## src/hdl/lpps_pkg.sv

```systemverilog
package lpps_pkg;

    // sample format
    localparam int SAMPLE_BITS = 12;
    localparam int SUM_W       = SAMPLE_BITS + 2;        // plain sum of four samples
    localparam int WSUM_W      = SUM_W + 1;              // signed weighted sum
    localparam int POS_FRAC    = 8;                      // position in 1/256 units
    localparam int Q_BITS      = 10;                     // |position| <= 768
    localparam int DVD_W       = SUM_W + POS_FRAC;       // dividend = |wsum| * 256
    localparam int DVS_W       = SUM_W + Q_BITS - 1;     // divisor aligned to top quotient bit
    localparam int CNT_W       = $clog2(Q_BITS);

    // control loop widths
    localparam int ERR_W   = 11;
    localparam int DIFF_W  = ERR_W + 1;
    localparam int GAIN_W  = 10;
    localparam int PROD_W  = DIFF_W + GAIN_W + 1;
    localparam int ACC_W   = PROD_W + 2;
    localparam int CORR_W  = ACC_W - POS_FRAC;
    localparam int DSUM_W  = CORR_W + 1;
    localparam int DRIVE_W = 12;

    // config register widths
    localparam int SPEED_W = 12;
    localparam int LIMIT_W = 10;
    localparam int BIAS_W  = 8;
    localparam int OFFS_W  = 10;
    localparam int THR_W   = 12;
    localparam int CFG_IDX_W  = 3;
    localparam int CFG_DATA_W = 12;

    // register indexes
    localparam logic [CFG_IDX_W-1:0] CFG_PROP_GAIN   = 3'd0;
    localparam logic [CFG_IDX_W-1:0] CFG_INTEG_GAIN  = 3'd1;
    localparam logic [CFG_IDX_W-1:0] CFG_DERIV_GAIN  = 3'd2;
    localparam logic [CFG_IDX_W-1:0] CFG_BASE_SPEED  = 3'd3;
    localparam logic [CFG_IDX_W-1:0] CFG_INTEG_LIMIT = 3'd4;
    localparam logic [CFG_IDX_W-1:0] CFG_TURN_BIAS   = 3'd5;
    localparam logic [CFG_IDX_W-1:0] CFG_LOST_OFFSET = 3'd6;
    localparam logic [CFG_IDX_W-1:0] CFG_DARK_THR    = 3'd7;

    // register reset values
    localparam logic [GAIN_W-1:0]  RST_PROP_GAIN   = 10'd128;
    localparam logic [GAIN_W-1:0]  RST_INTEG_GAIN  = 10'd0;
    localparam logic [GAIN_W-1:0]  RST_DERIV_GAIN  = 10'd102;
    localparam logic [SPEED_W-1:0] RST_BASE_SPEED  = 12'd26;
    localparam logic [LIMIT_W-1:0] RST_INTEG_LIMIT = 10'd77;
    localparam logic [BIAS_W-1:0]  RST_TURN_BIAS   = 8'd77;
    localparam logic [OFFS_W-1:0]  RST_LOST_OFFSET = 10'd38;
    localparam logic [THR_W-1:0]   RST_DARK_THR    = 12'd1638;

    // drive limits
    localparam int DRIVE_MIN  = 256;
    localparam int DRIVE_MAX  = 2560;
    localparam int BIAS_SPLIT = 13;
    localparam int OUT_MIN    = DRIVE_MIN - 255;
    localparam int OUT_MAX    = DRIVE_MAX + 255;
    localparam int ROUND_HALF = 128;

    typedef struct packed {
        logic [SAMPLE_BITS-1:0] sample_a;
        logic [SAMPLE_BITS-1:0] sample_b;
        logic [SAMPLE_BITS-1:0] sample_c;
        logic [SAMPLE_BITS-1:0] sample_d;
    } t_in_item;

    typedef struct packed {
        logic [DRIVE_W-1:0] left_drive;
        logic [DRIVE_W-1:0] right_drive;
    } t_out_item;

    typedef struct packed {
        logic start;
    } t_div_ctrl;

    typedef struct packed {
        logic en;
        logic clear;
    } t_mac_ctrl;

endpackage

```

## src/hdl/lpps_div.sv

```systemverilog
module lpps_div (
    input  logic                          i_clk,
    input  logic                          i_rst_n,
    input  lpps_pkg::t_div_ctrl           i_ctrl,
    input  logic [lpps_pkg::DVD_W-1:0]    i_dividend,
    input  logic [lpps_pkg::SUM_W-1:0]    i_divisor,
    output logic                          o_done,
    output logic [lpps_pkg::Q_BITS-1:0]   o_quot
);
    import lpps_pkg::*;

    logic               r_busy;
    logic               r_done;
    logic [CNT_W-1:0]   r_cnt;
    logic [DVD_W-1:0]   r_rem;
    logic [DVS_W-1:0]   r_dvs;
    logic [Q_BITS-1:0]  r_quot;
    logic               n_ge;

    // restoring step: one quotient bit per cycle, msb first
    assign n_ge = {{(DVS_W-DVD_W){1'b0}}, r_rem} >= r_dvs;

    always_ff @(posedge i_clk) begin
        if (!i_rst_n) begin
            r_busy <= 1'b0;
            r_done <= 1'b0;
            r_cnt  <= '0;
        end else begin
            r_done <= 1'b0;
            if (i_ctrl.start) begin
                r_busy <= 1'b1;
                r_cnt  <= '0;
                r_rem  <= i_dividend;
                r_dvs  <= {i_divisor, {(Q_BITS-1){1'b0}}};
                r_quot <= '0;
            end else if (r_busy) begin
                if (n_ge) begin
                    r_rem <= r_rem - r_dvs[DVD_W-1:0];
                end
                r_quot <= {r_quot[Q_BITS-2:0], n_ge};
                r_dvs  <= r_dvs >> 1;
                r_cnt  <= r_cnt + 1'b1;
                if (r_cnt == CNT_W'(Q_BITS-1)) begin
                    r_busy <= 1'b0;
                    r_done <= 1'b1;
                end
            end
        end
    end

    assign o_done = r_done;
    assign o_quot = r_quot;

endmodule

```

## src/hdl/lpps_mac.sv

```systemverilog
module lpps_mac (
    input  logic                                i_clk,
    input  lpps_pkg::t_mac_ctrl                 i_ctrl,
    input  logic signed [lpps_pkg::DIFF_W-1:0]  i_opa,
    input  logic [lpps_pkg::GAIN_W-1:0]         i_opb,
    output logic signed [lpps_pkg::ACC_W-1:0]   o_acc
);
    import lpps_pkg::*;

    logic signed [PROD_W-1:0] n_prod;
    logic signed [ACC_W-1:0]  r_acc;

    // gains are unsigned, widen with a zero sign bit
    assign n_prod = PROD_W'(i_opa * $signed({1'b0, i_opb}));

    always_ff @(posedge i_clk) begin
        if (i_ctrl.en) begin
            if (i_ctrl.clear) begin
                r_acc <= ACC_W'(n_prod);
            end else begin
                r_acc <= r_acc + ACC_W'(n_prod);
            end
        end
    end

    assign o_acc = r_acc;

endmodule

```

## src/hdl/line_position_pid_steering_unit.sv

```systemverilog
// line position pid steering unit
// input channel: i_in_valid / o_in_ready carry one transfer of four reflectance
// samples (sample_a weighted +3 .. sample_d weighted -3)
// output channel: o_out_valid / i_out_ready carry one transfer of left and right
// motor drive per input transfer, in 1/256 units
// config: i_cfg_wr_en writes i_cfg_data into register i_cfg_index at once;
// the user must write only while the unit is idle, the block does not enforce it
// sequence: one item is in work at a time, and o_in_ready goes high again together
// with o_out_valid as the result is loaded; an item passes the start step, the
// restoring divider (one quotient bit a cycle), three passes through the shared
// multiply accumulate, the rounding step and the output step in turn
// reset: registers return to their defaults, last error and integral clear,
// the output register empties
// stall: a finished result sits in the output register until taken; a new input
// is accepted meanwhile, and its own result waits in the last step until the
// output register is free
module line_position_pid_steering_unit (
    input  logic                                i_clk,
    input  logic                                i_rst_n,
    input  logic                                i_in_valid,
    output logic                                o_in_ready,
    input  lpps_pkg::t_in_item                  i_in_item,
    output logic                                o_out_valid,
    input  logic                                i_out_ready,
    output lpps_pkg::t_out_item                 o_out_item,
    input  logic                                i_cfg_wr_en,
    input  logic [lpps_pkg::CFG_IDX_W-1:0]      i_cfg_index,
    input  logic [lpps_pkg::CFG_DATA_W-1:0]     i_cfg_data
);
    import lpps_pkg::*;

    typedef enum logic [2:0] {
        S_IDLE, S_START, S_DIV, S_MP, S_MI, S_MD, S_RND, S_OUT
    } t_state;

    t_state r_state;

    // config registers
    logic [GAIN_W-1:0]  r_prop_gain;
    logic [GAIN_W-1:0]  r_integ_gain;
    logic [GAIN_W-1:0]  r_deriv_gain;
    logic [SPEED_W-1:0] r_base_speed;
    logic [LIMIT_W-1:0] r_integ_limit;
    logic [BIAS_W-1:0]  r_turn_bias;
    logic [OFFS_W-1:0]  r_lost_offset;
    logic [THR_W-1:0]   r_dark_thr;

    // loop state and working registers
    logic signed [ERR_W-1:0]  r_last;
    logic signed [ERR_W-1:0]  r_integ;
    logic signed [ERR_W-1:0]  r_err;
    logic signed [DIFF_W-1:0] r_diff;
    logic signed [WSUM_W-1:0] r_wsum;
    logic [SUM_W-1:0]         r_sum;
    logic                     r_lost;
    logic signed [CORR_W-1:0] r_corr;
    logic                     r_out_valid;
    t_out_item                r_out_item;

    // sensor combine at the input transfer
    logic signed [WSUM_W-1:0] n_sa, n_sb, n_sc, n_sd, n_wsum;
    logic [SUM_W-1:0]         n_sum;
    logic                     n_lost;
    logic                     n_in_xfer;

    assign n_in_xfer = i_in_valid && o_in_ready;
    assign n_sa = $signed({{(WSUM_W-SAMPLE_BITS){1'b0}}, i_in_item.sample_a});
    assign n_sb = $signed({{(WSUM_W-SAMPLE_BITS){1'b0}}, i_in_item.sample_b});
    assign n_sc = $signed({{(WSUM_W-SAMPLE_BITS){1'b0}}, i_in_item.sample_c});
    assign n_sd = $signed({{(WSUM_W-SAMPLE_BITS){1'b0}}, i_in_item.sample_d});
    // weights +3 +1 -1 -3
    assign n_wsum = (n_sa <<< 1) + n_sa + n_sb - n_sc - (n_sd <<< 1) - n_sd;
    assign n_sum  = {2'b00, i_in_item.sample_a} + {2'b00, i_in_item.sample_b}
                  + {2'b00, i_in_item.sample_c} + {2'b00, i_in_item.sample_d};
    assign n_lost = (i_in_item.sample_a >= r_dark_thr) && (i_in_item.sample_b >= r_dark_thr)
                 && (i_in_item.sample_c >= r_dark_thr) && (i_in_item.sample_d >= r_dark_thr);

    // divider: |wsum| * 256 / sum
    t_div_ctrl                n_div_ctrl;
    logic [WSUM_W-1:0]        n_wneg;
    logic [SUM_W-1:0]         n_mag;
    logic                     n_div_done;
    logic [Q_BITS-1:0]        n_quot;

    assign n_wneg = -r_wsum;
    assign n_mag  = r_wsum[WSUM_W-1] ? n_wneg[SUM_W-1:0] : r_wsum[SUM_W-1:0];
    assign n_div_ctrl.start = (r_state == S_START);

    lpps_div u_div (
        .i_clk      (i_clk),
        .i_rst_n    (i_rst_n),
        .i_ctrl     (n_div_ctrl),
        .i_dividend ({n_mag, {POS_FRAC{1'b0}}}),
        .i_divisor  (r_sum),
        .o_done     (n_div_done),
        .o_quot     (n_quot)
    );

    // error, integral and difference once the quotient is in
    logic signed [ERR_W-1:0]  n_err;
    logic signed [ERR_W-1:0]  n_offs;
    logic signed [ERR_W-1:0]  n_qpos;
    logic signed [DIFF_W-1:0] n_isum;
    logic signed [DIFF_W-1:0] n_lim;
    logic signed [ERR_W-1:0]  n_integ;
    logic signed [DIFF_W-1:0] n_diff;

    assign n_offs = $signed({1'b0, r_lost_offset});
    assign n_qpos = $signed({1'b0, n_quot});

    always_comb begin
        // a lost line wins over a zero sum
        if (r_lost) begin
            n_err = (r_last > $signed(ERR_W'(0))) ? n_offs : -n_offs;
        end else if (r_sum == '0) begin
            n_err = '0;
        end else begin
            n_err = r_wsum[WSUM_W-1] ? -n_qpos : n_qpos;
        end
    end

    assign n_isum = {n_err[ERR_W-1], n_err} + {r_integ[ERR_W-1], r_integ};
    assign n_lim  = $signed({2'b00, r_integ_limit});
    assign n_diff = {n_err[ERR_W-1], n_err} - {r_last[ERR_W-1], r_last};

    always_comb begin
        if (n_isum > n_lim) begin
            n_integ = n_lim[ERR_W-1:0];
        end else if (n_isum < -n_lim) begin
            n_integ = ERR_W'(-n_lim);
        end else begin
            n_integ = n_isum[ERR_W-1:0];
        end
    end

    // shared multiply accumulate: prop, integ, deriv terms in turn
    t_mac_ctrl                n_mac_ctrl;
    logic signed [DIFF_W-1:0] n_opa;
    logic [GAIN_W-1:0]        n_opb;
    logic signed [ACC_W-1:0]  n_acc;

    always_comb begin
        n_mac_ctrl.en    = 1'b0;
        n_mac_ctrl.clear = 1'b0;
        n_opa            = {r_err[ERR_W-1], r_err};
        n_opb            = r_prop_gain;
        unique case (r_state)
            S_MP: begin
                n_mac_ctrl.en    = 1'b1;
                n_mac_ctrl.clear = 1'b1;
            end
            S_MI: begin
                n_mac_ctrl.en = 1'b1;
                n_opa         = {r_integ[ERR_W-1], r_integ};
                n_opb         = r_integ_gain;
            end
            S_MD: begin
                n_mac_ctrl.en = 1'b1;
                n_opa         = r_diff;
                n_opb         = r_deriv_gain;
            end
            default: begin
            end
        endcase
    end

    lpps_mac u_mac (
        .i_clk  (i_clk),
        .i_ctrl (n_mac_ctrl),
        .i_opa  (n_opa),
        .i_opb  (n_opb),
        .o_acc  (n_acc)
    );

    // round to nearest, ties away from zero
    logic [ACC_W-1:0]         n_amag;
    logic [ACC_W-1:0]         n_rnd;
    logic signed [CORR_W-1:0] n_cmag;
    logic signed [CORR_W-1:0] n_corr;

    assign n_amag = n_acc[ACC_W-1] ? ACC_W'(-n_acc) : ACC_W'(n_acc);
    assign n_rnd  = n_amag + ACC_W'(ROUND_HALF);
    assign n_cmag = $signed(n_rnd[POS_FRAC +: CORR_W]);
    assign n_corr = n_acc[ACC_W-1] ? -n_cmag : n_cmag;

    // drives: clamp, then bias one way or the other
    logic signed [DSUM_W-1:0] n_base;
    logic signed [DSUM_W-1:0] n_rsum, n_lsum;
    logic [DRIVE_W-1:0]       n_rclamp, n_lclamp;
    logic [DRIVE_W-1:0]       n_bias;
    t_out_item                n_out_item;

    assign n_base = $signed({{(DSUM_W-SPEED_W){1'b0}}, r_base_speed});
    assign n_rsum = n_base + {r_corr[CORR_W-1], r_corr};
    assign n_lsum = n_base - {r_corr[CORR_W-1], r_corr};
    assign n_bias = {{(DRIVE_W-BIAS_W){1'b0}}, r_turn_bias};

    always_comb begin
        if (n_rsum < $signed(DSUM_W'(DRIVE_MIN))) begin
            n_rclamp = DRIVE_W'(DRIVE_MIN);
        end else if (n_rsum > $signed(DSUM_W'(DRIVE_MAX))) begin
            n_rclamp = DRIVE_W'(DRIVE_MAX);
        end else begin
            n_rclamp = n_rsum[DRIVE_W-1:0];
        end
        if (n_lsum < $signed(DSUM_W'(DRIVE_MIN))) begin
            n_lclamp = DRIVE_W'(DRIVE_MIN);
        end else if (n_lsum > $signed(DSUM_W'(DRIVE_MAX))) begin
            n_lclamp = DRIVE_W'(DRIVE_MAX);
        end else begin
            n_lclamp = n_lsum[DRIVE_W-1:0];
        end
        // error above 0.05 turns one way, anything else the other
        if (r_err >= $signed(ERR_W'(BIAS_SPLIT))) begin
            n_out_item.left_drive  = n_lclamp + n_bias;
            n_out_item.right_drive = n_rclamp - n_bias;
        end else begin
            n_out_item.left_drive  = n_lclamp - n_bias;
            n_out_item.right_drive = n_rclamp + n_bias;
        end
    end

    // output register frees when taken
    logic n_out_free;
    assign n_out_free = !r_out_valid || i_out_ready;

    // config writes
    always_ff @(posedge i_clk) begin
        if (!i_rst_n) begin
            r_prop_gain   <= RST_PROP_GAIN;
            r_integ_gain  <= RST_INTEG_GAIN;
            r_deriv_gain  <= RST_DERIV_GAIN;
            r_base_speed  <= RST_BASE_SPEED;
            r_integ_limit <= RST_INTEG_LIMIT;
            r_turn_bias   <= RST_TURN_BIAS;
            r_lost_offset <= RST_LOST_OFFSET;
            r_dark_thr    <= RST_DARK_THR;
        end else if (i_cfg_wr_en) begin
            unique case (i_cfg_index)
                CFG_PROP_GAIN:   r_prop_gain   <= i_cfg_data[GAIN_W-1:0];
                CFG_INTEG_GAIN:  r_integ_gain  <= i_cfg_data[GAIN_W-1:0];
                CFG_DERIV_GAIN:  r_deriv_gain  <= i_cfg_data[GAIN_W-1:0];
                CFG_BASE_SPEED:  r_base_speed  <= i_cfg_data[SPEED_W-1:0];
                CFG_INTEG_LIMIT: r_integ_limit <= i_cfg_data[LIMIT_W-1:0];
                CFG_TURN_BIAS:   r_turn_bias   <= i_cfg_data[BIAS_W-1:0];
                CFG_LOST_OFFSET: r_lost_offset <= i_cfg_data[OFFS_W-1:0];
                CFG_DARK_THR:    r_dark_thr    <= i_cfg_data[THR_W-1:0];
                default: begin
                end
            endcase
        end
    end

    // sequencer
    always_ff @(posedge i_clk) begin
        if (!i_rst_n) begin
            r_state     <= S_IDLE;
            r_last      <= '0;
            r_integ     <= '0;
            r_out_valid <= 1'b0;
        end else begin
            // a new result loads, otherwise a taken result empties the register
            if (r_state == S_OUT && n_out_free) begin
                r_out_valid <= 1'b1;
            end else if (i_out_ready) begin
                r_out_valid <= 1'b0;
            end
            unique case (r_state)
                S_IDLE: begin
                    if (n_in_xfer) begin
                        r_wsum  <= n_wsum;
                        r_sum   <= n_sum;
                        r_lost  <= n_lost;
                        r_state <= S_START;
                    end
                end
                S_START: begin
                    r_state <= S_DIV;
                end
                S_DIV: begin
                    if (n_div_done) begin
                        r_err   <= n_err;
                        r_diff  <= n_diff;
                        r_integ <= n_integ;
                        r_last  <= n_err;
                        r_state <= S_MP;
                    end
                end
                S_MP: begin
                    r_state <= S_MI;
                end
                S_MI: begin
                    r_state <= S_MD;
                end
                S_MD: begin
                    r_state <= S_RND;
                end
                S_RND: begin
                    r_corr  <= n_corr;
                    r_state <= S_OUT;
                end
                S_OUT: begin
                    // hold here while the previous result is still unread
                    if (n_out_free) begin
                        r_out_item <= n_out_item;
                        r_state    <= S_IDLE;
                    end
                end
                default: begin
                    r_state <= S_IDLE;
                end
            endcase
        end
    end

    assign o_in_ready  = (r_state == S_IDLE);
    assign o_out_valid = r_out_valid;
    assign o_out_item  = r_out_item;

endmodule

```

## config.mk

```make
export PLATFORM = sky130hd
export DESIGN_NAME = line_position_pid_steering_unit
export DESIGN_NICKNAME = d
export VERILOG_FILES = /design/src/hdl/lpps_pkg.sv /design/src/hdl/lpps_div.sv /design/src/hdl/lpps_mac.sv /design/src/hdl/line_position_pid_steering_unit.sv
export SDC_FILE = /design/constraint.sdc
export NUM_CORES = 1
export LEC_CHECK = 0
export ABC_AREA = 1
export BUFFER_PORTS_ARGS = -buffer_cell sky130_fd_sc_hd__clkbuf_2
export CAP_MARGIN = 20
export CORE_MARGIN = 2
export CORE_UTILIZATION = 50
export CTS_BUF_LIST = sky130_fd_sc_hd__clkbuf_4 sky130_fd_sc_hd__clkbuf_8
export DETAILED_ROUTE_END_ITERATION = 10
export PLACE_DENSITY = 0.7
export SETUP_SLACK_MARGIN = 0.3
export SLEW_MARGIN = 20
export SYNTH_ARGS = -nofsm -noshare
export SYNTH_HDL_FRONTEND = slang
export SYNTH_SLANG_ARGS = --single-unit
export TNS_END_PERCENT = 10
```

## constraint.sdc

```tcl
create_clock -name i_clk -period 7.94 [get_ports i_clk]
set_input_delay 0 -clock i_clk [delete_from_list [all_inputs] [get_ports i_clk]]
set_output_delay 0 -clock i_clk [all_outputs]
set_load 0.005 [all_outputs]
```

==> impl_metrics.yaml, run 1 <==
setup_path:
  cp.required_ns: 8.32
  critPathLaunchType: "flip-flop"
  crit_arrival_ns: 7.78
  reg2reg_slack_ns: 0.54
  critical_path.slowest_cell: "fa_1"
  worstRegToRegCells: 35
  cpMostUsedCell: "fa_1"
  cp_max_fo: 6
  max_stage_delay_ns: 0.57
  endpoint_kind: "flip-flop"
  path_class: "reg -> reg"
  reg2reg_from: "r_state[1]"
  r2r-end: "u_mac.o_acc[24]"
  startpoint: "r_state[1]"
  endpoint: "u_mac.o_acc[24]"
run:
  drv_cap: 0
logic_synthesis:
  syn_area_per_cell_um2: 7.86
  syn-num-nets: 4121
  yosys_warnings: 0
  yosysTopAreaCell: "edfxtp_1"
  synth-edff-count: 174
  ys_ff_latch: 288
  synthCells: 3580
  synthDistinctLibCells: 60
  synth_top_flop_cell: "edfxtp_1"
  ys_top_cells_by_area: "edfxtp_1 (19%), fa_1 (14%), ha_1 (12%)"
  synthArstFlopShare: 0
  yosys.area.top_type_share: 0.186
  synth_area_um2: 28200
  ys_seq_area_frac: 0.267
global_route:
  grt_pass1_vias: 23200
  grt_pass1_wl_um: 116000
  grt-ovfl-total: 0
  grt_max_degree: 90
  track_usage: 0.250
  antenna_found_initial: 1
floorplanning:
  start_util: 0.508
  core-area_um2: 55400
  ios: 94
  die_area_um2: 58200
  die_h_um: 241
  row_count: 86
  dieWidth_um: 241
placed_design:
  dp_hpwl_um: 56200
  io_buffers: 93
  place_inst: 4409
  placed_area_um2: 29700
  gp_congestion: 0.917
routing:
  drc_errors: 0
  wirelength_um: 72100
  antenna_left: 0
  num_vias: 24100
  first_iter_violations: 1409
  drtPass1Iterations: 6
  post_drt_via_cell_ratio: 5.28
  detail_route.wl_per_cell_um: 15.8
clocking:
  cts.clk_slew.worst_paths_ns: 0.07
  cts_root_buf: "clkbuf_8"
  clock_path_buffers: 3
  cts_sinks: 288
  cts-buffers-inserted: 51
  insertion_delay_ns: 0.68
  cts_tree: "yes"
  cts_max_level: 2
cells_and_area:
  drive_gt1_frac: 0.124
  area_growth_pct: 14.1
  fin_nets: 4310
  layout_commonest_cell: "nand2_1"
  final_cells: 4557
  final_cell_mix: "nand2_1 (622), inv_1 (596), nor2_1 (357), ha_1 (261), a21oi_1 (244)"
  fin_area_um2: 32100
sta:
  setup_viol: 0
  rsz0062_at_grt: "true"
  max-slew-margin-rel: 0.268
  max_freq_mhz: 135
  hold_ws_ns: 0.0433
  drv_slew: 0
  worstMarginPinSlew_ns: 1.09
  finalCritPeriodShare: 0.932
  fin_crit_ns: 7.40
  tns_ns: 0
  hold_viol_final: 0
  skew_ns: 0.0536
power:
  total_power_uw: 9860
  p_seq_frac: 0.233
  combinationalPowerShare: 0.612
  power.clock.fraction: 0.154
  switching_share: 0.462
  p_int_uw: 5310
  switchingPower_uw: 4550
  leakagePower_uw: 0.0152
  power.density_nw_per_um2: 307
  vdd_drop_max_mv: 0.293
hold_path:
  hp-class: "in -> reg"
run_status:
  status: "complete, no violations"
## power by group through the flow
stage	clock network (µW)	registers (µW)	logic (µW)
finish	1520	2300	6040
global route	1610	2330	6850
CTS	1560	2290	5450
detailed placement	0	2320	5300
global placement	0	2310	5210
floorplan	0	2250	4130
## repair_timing
action,4_1_cts,5_1_grt
pin swaps,3,58
buffers inserted,3,19
cloned,1,0
endpoints found under the hold margin,98,0
resized for setup,38,139
setup endpoints to repair,7,11
hold buffers,32,0
## how the worst min path moves through the flow
stage	from	endpoint	slack [ns]	cells after the start
2_1_floorplan	i_cfg_data[3]	r_base_speed[3]	0.13	2
3_3_place_gp	i_rst_n	r_dark_thr[11]	0.36	3
3_5_place_dp	i_rst_n	r_dark_thr[11]	0.35	3
4_1_cts	i_in_item[12]	r_sum[1]	0.008	4
5_1_grt	i_in_item[12]	r_sum[1]	0.05	4
6_report	i_in_item[12]	r_sum[1]	0.04	4
## metal layers
metal / vias up / part of all wire / track usage
met5: - / 0 / 0
li1: 12100 / - / -
met1: 11200 / 0.45 / 0.340
met2: 666 / 0.46 / 0.406
met4: 0 / 0.031 / 0.0877
met3: 127 / 0.066 / 0.0399
## kinds of logic (layout without fill, tap and decap cells)
| kind of cell | Yosys count | after routing | share of synthesized area |
|---|---|---|---|
| AO/OA/AOI/OAI | 679 | 679 | 0.135 |
| XOR/XNOR | 156 | 156 | 0.0501 |
| adder cells (fa/ha/maj) | 473 | 473 | 0.261 |
| buffers and inverters | 695 | 923 | 0.0934 |
| flip-flops | 288 | 288 | 0.267 |
| other | 0 | 1 | 0 |
| AND/OR/NAND/NOR | 1289 | 1289 | 0.193 |
## metrics by stage
step           worst slack [ns]  utilization
2_1_floorplan             0.282            -
3_3_place_gp             0.0569        0.536
3_5_place_dp             -0.138        0.536
4_1_cts                   0.267        0.565
5_1_grt                   0.189        0.580
6_report                  0.542        0.580
## critical path: cells and delay by family, from the launching register on
kind                       cells  cell delay (ns)
AOI/OAI and AO/OA              5             0.50
xor gates and xnor gates       2             0.27
adders and majority gates      8             3.51
buffers and inverters          8             0.77
DFF                            1             0.37
and+or+nand+nor               12             1.68
## cells in the mapped netlist, types with 34 or more instances
master,number
ha_1,281
inv_1,613
nand3_1,117
nor2_1,368
edfxtp_1,174
clkbuf_1,51
a21oi_1,269
xnor2_1,34
nand2_1,639
xor2_1,116
fa_1,192
o21ai_0,228
nor3_1,44
dfxtp_1,114
## sequential cells by signal (all words and copies together), names as in the netlist, 14 cells and up
name         count
u_mac.o_acc     25
o_out_item      24
u_div.r_dvs     23
u_div.r_rem     22
r_corr          17
r_wsum          15
r_sum           14
## cell type report
class | instances | area [µm²]
Fill cell | 5064 | 23300
Antenna cell | 1 | 2.50
Sequential cell | 288 | 7510
Tap cell | 748 | 936
Clock buffer | 71 | 915
Clock inverter | 21 | 206
Inverter | 628 | 2380
Timing Repair Buffer | 203 | 1420
Multi-Input combinational cell | 2597 | 18800
Note: power is estimated with default switching activity, not from simulation.
==> run 2: changes to the inputs <==
==> constraint.sdc (replaced) <==
create_clock -name i_clk -period 7.94 [get_ports i_clk]
set_input_delay 0.397 -clock i_clk [delete_from_list [all_inputs] [get_ports i_clk]]
set_output_delay 0.397 -clock i_clk [all_outputs]
set_load 0.005 [all_outputs]
==> run 2 against run 1 <==
Against the previous run:
- clock power about the same
- sequential cell count did not move
- total power hardly changed
==> impl_metrics.yaml, run 2 (synthesis results as in run 1) <==
run_status:
  status: "complete, no violations"
setup_path:
  worstRegToRegCells: 35
  cp_max_fo: 6
  cp.required_ns: 8.32
  path_depth: 35
  critPathLaunchType: "flip-flop"
  endpoint: "u_mac.o_acc[24]"
  crit_buf_inv: 8
  crit_arrival_ns: 7.79
  reg2reg_slack_ns: 0.53
  reg2reg_from: "r_state[1]"
  max_stage_delay_ns: 0.56
  r2r-end: "u_mac.o_acc[24]"
  path_class: "reg -> reg"
  endpoint_kind: "flip-flop"
  cpMostUsedCell: "fa_1"
  crit_family: "adder cells"
  critical_path.slowest_cell: "fa_1"
  startpoint: "r_state[1]"
hold_path:
  hp-class: "in -> reg"
sta:
  tns_ns: 0
  rsz0062_at_grt: "true"
  drv_slew: 0
  worstMarginPinSlew_ns: 1.11
  setup_viol: 0
  finalCritPeriodShare: 0.933
  fin_crit_ns: 7.41
  max-slew-margin-rel: 0.258
  skew_ns: 0.0572
  hold_ws_ns: 0.0761
  max_freq_mhz: 135
  hold_viol_final: 0
floorplanning:
  row_count: 86
  core-area_um2: 55400
  ios: 94
  start_util: 0.508
  die_area_um2: 58200
  dieWidth_um: 241
  die_h_um: 241
routing:
  antenna_left: 0
  detail_route.wl_per_cell_um: 15.9
  drc_errors: 0
  post_drt_via_cell_ratio: 5.31
  num_vias: 24000
  first_iter_violations: 1369
  wirelength_um: 71800
  drtPass1Iterations: 6
clocking:
  clock_path_buffers: 3
  cts_max_level: 2
  cts_sinks: 288
  cts-buffers-inserted: 51
  ctsHoldBuffers: 0
  cts_tree: "yes"
  cts.clk_slew.worst_paths_ns: 0.07
  cts_root_buf: "clkbuf_8"
  insertion_delay_ns: 0.68
cells_and_area:
  drive_gt1_frac: 0.125
  multi_input_area_um2: 18800
  fill_cells: 5106
  area_growth_pct: 13.0
  layout_commonest_cell: "nand2_1"
  largest_register_ffs: 25
  final_util: 0.574
  fin_nets: 4278
  fin_area_um2: 31800
  final-seq-area_um2: 7510
  final_cell_mix: "nand2_1 (622), inv_1 (596), nor2_1 (357), ha_1 (261), a21oi_1 (244)"
global_route:
  grt_pass1_wl_um: 116000
  grt-ovfl-total: 0
  grt_pass1_vias: 23000
  grt_max_degree: 90
  antenna_found_initial: 1
  track_usage: 0.249
power:
  leakagePower_uw: 0.0150
  power.density_nw_per_um2: 310
  vdd_drop_max_mv: 0.293
placed_design:
  io_buffers: 93
  placed_area_um2: 29700
  dp_hpwl_um: 56200
  gp_congestion: 0.917
run:
  drv_cap: 0
==> run 2: per-stage QoR <==
stage	setup WS, ns	std cells	total power, µW
after floorplan	0.282	3580	6380
after global placement	0.0569	4409	7520
after detailed placement	-0.138	4409	7620
after CTS	0.267	4505	9280
after global routing	0.170	4525	10800
final	0.528	4525	9850
==> run 2: layout make-up <==
class,instances,area share
multi-input combinational,2597,0.590
inverter,628,0.0749
timing repair buffer,171,0.0345
tap,748,0.0294
sequential,288,0.236
clock buffer,71,0.0288
clock inverter,21,0.00649
antenna,1,0.0000787
==> run 2: worst min-delay path, delay by kind of cell <==
kind | cells | cell delay (ns)
AO/OA/AOI/OAI | 2 | 0.16
buffers and inverters | 1 | 0.15
==> run 2: routing by layer <==
metal  global-route usage  routed length [µm]
met1                0.339               32200
met4               0.0868                2260
met3               0.0400                4680
met5                    0                   0
met2                0.403               32600
==> run 2: worst min path at each step <==
stage,from,depth (start not counted),to
3_3_place_gp,r_prop_gain[2],2,r_prop_gain[2]
6_report,i_rst_n,3,r_dark_thr[11]
2_1_floorplan,r_prop_gain[2],2,r_prop_gain[2]
4_1_cts,i_rst_n,3,r_dark_thr[11]
3_5_place_dp,r_prop_gain[2],2,r_prop_gain[2]
5_1_grt,i_rst_n,3,r_dark_thr[11]
==> run 2: where the power goes <==
| group | switching, µW | internal [µW] | total, µW |
|---|---|---|---|
| clock network | 670 | 851 | 1520 |
| registers | 192 | 2110 | 2300 |
| logic | 3690 | 2340 | 6030 |
==> run 2: timing repair <==
action | CTS | global route
endpoints found under the setup margin | 7 | 11
resized for setup | 38 | 139
pin swaps | 3 | 58
hold endpoints to repair | 0 | 0
buffers inserted | 3 | 19
cloned | 1 | 0
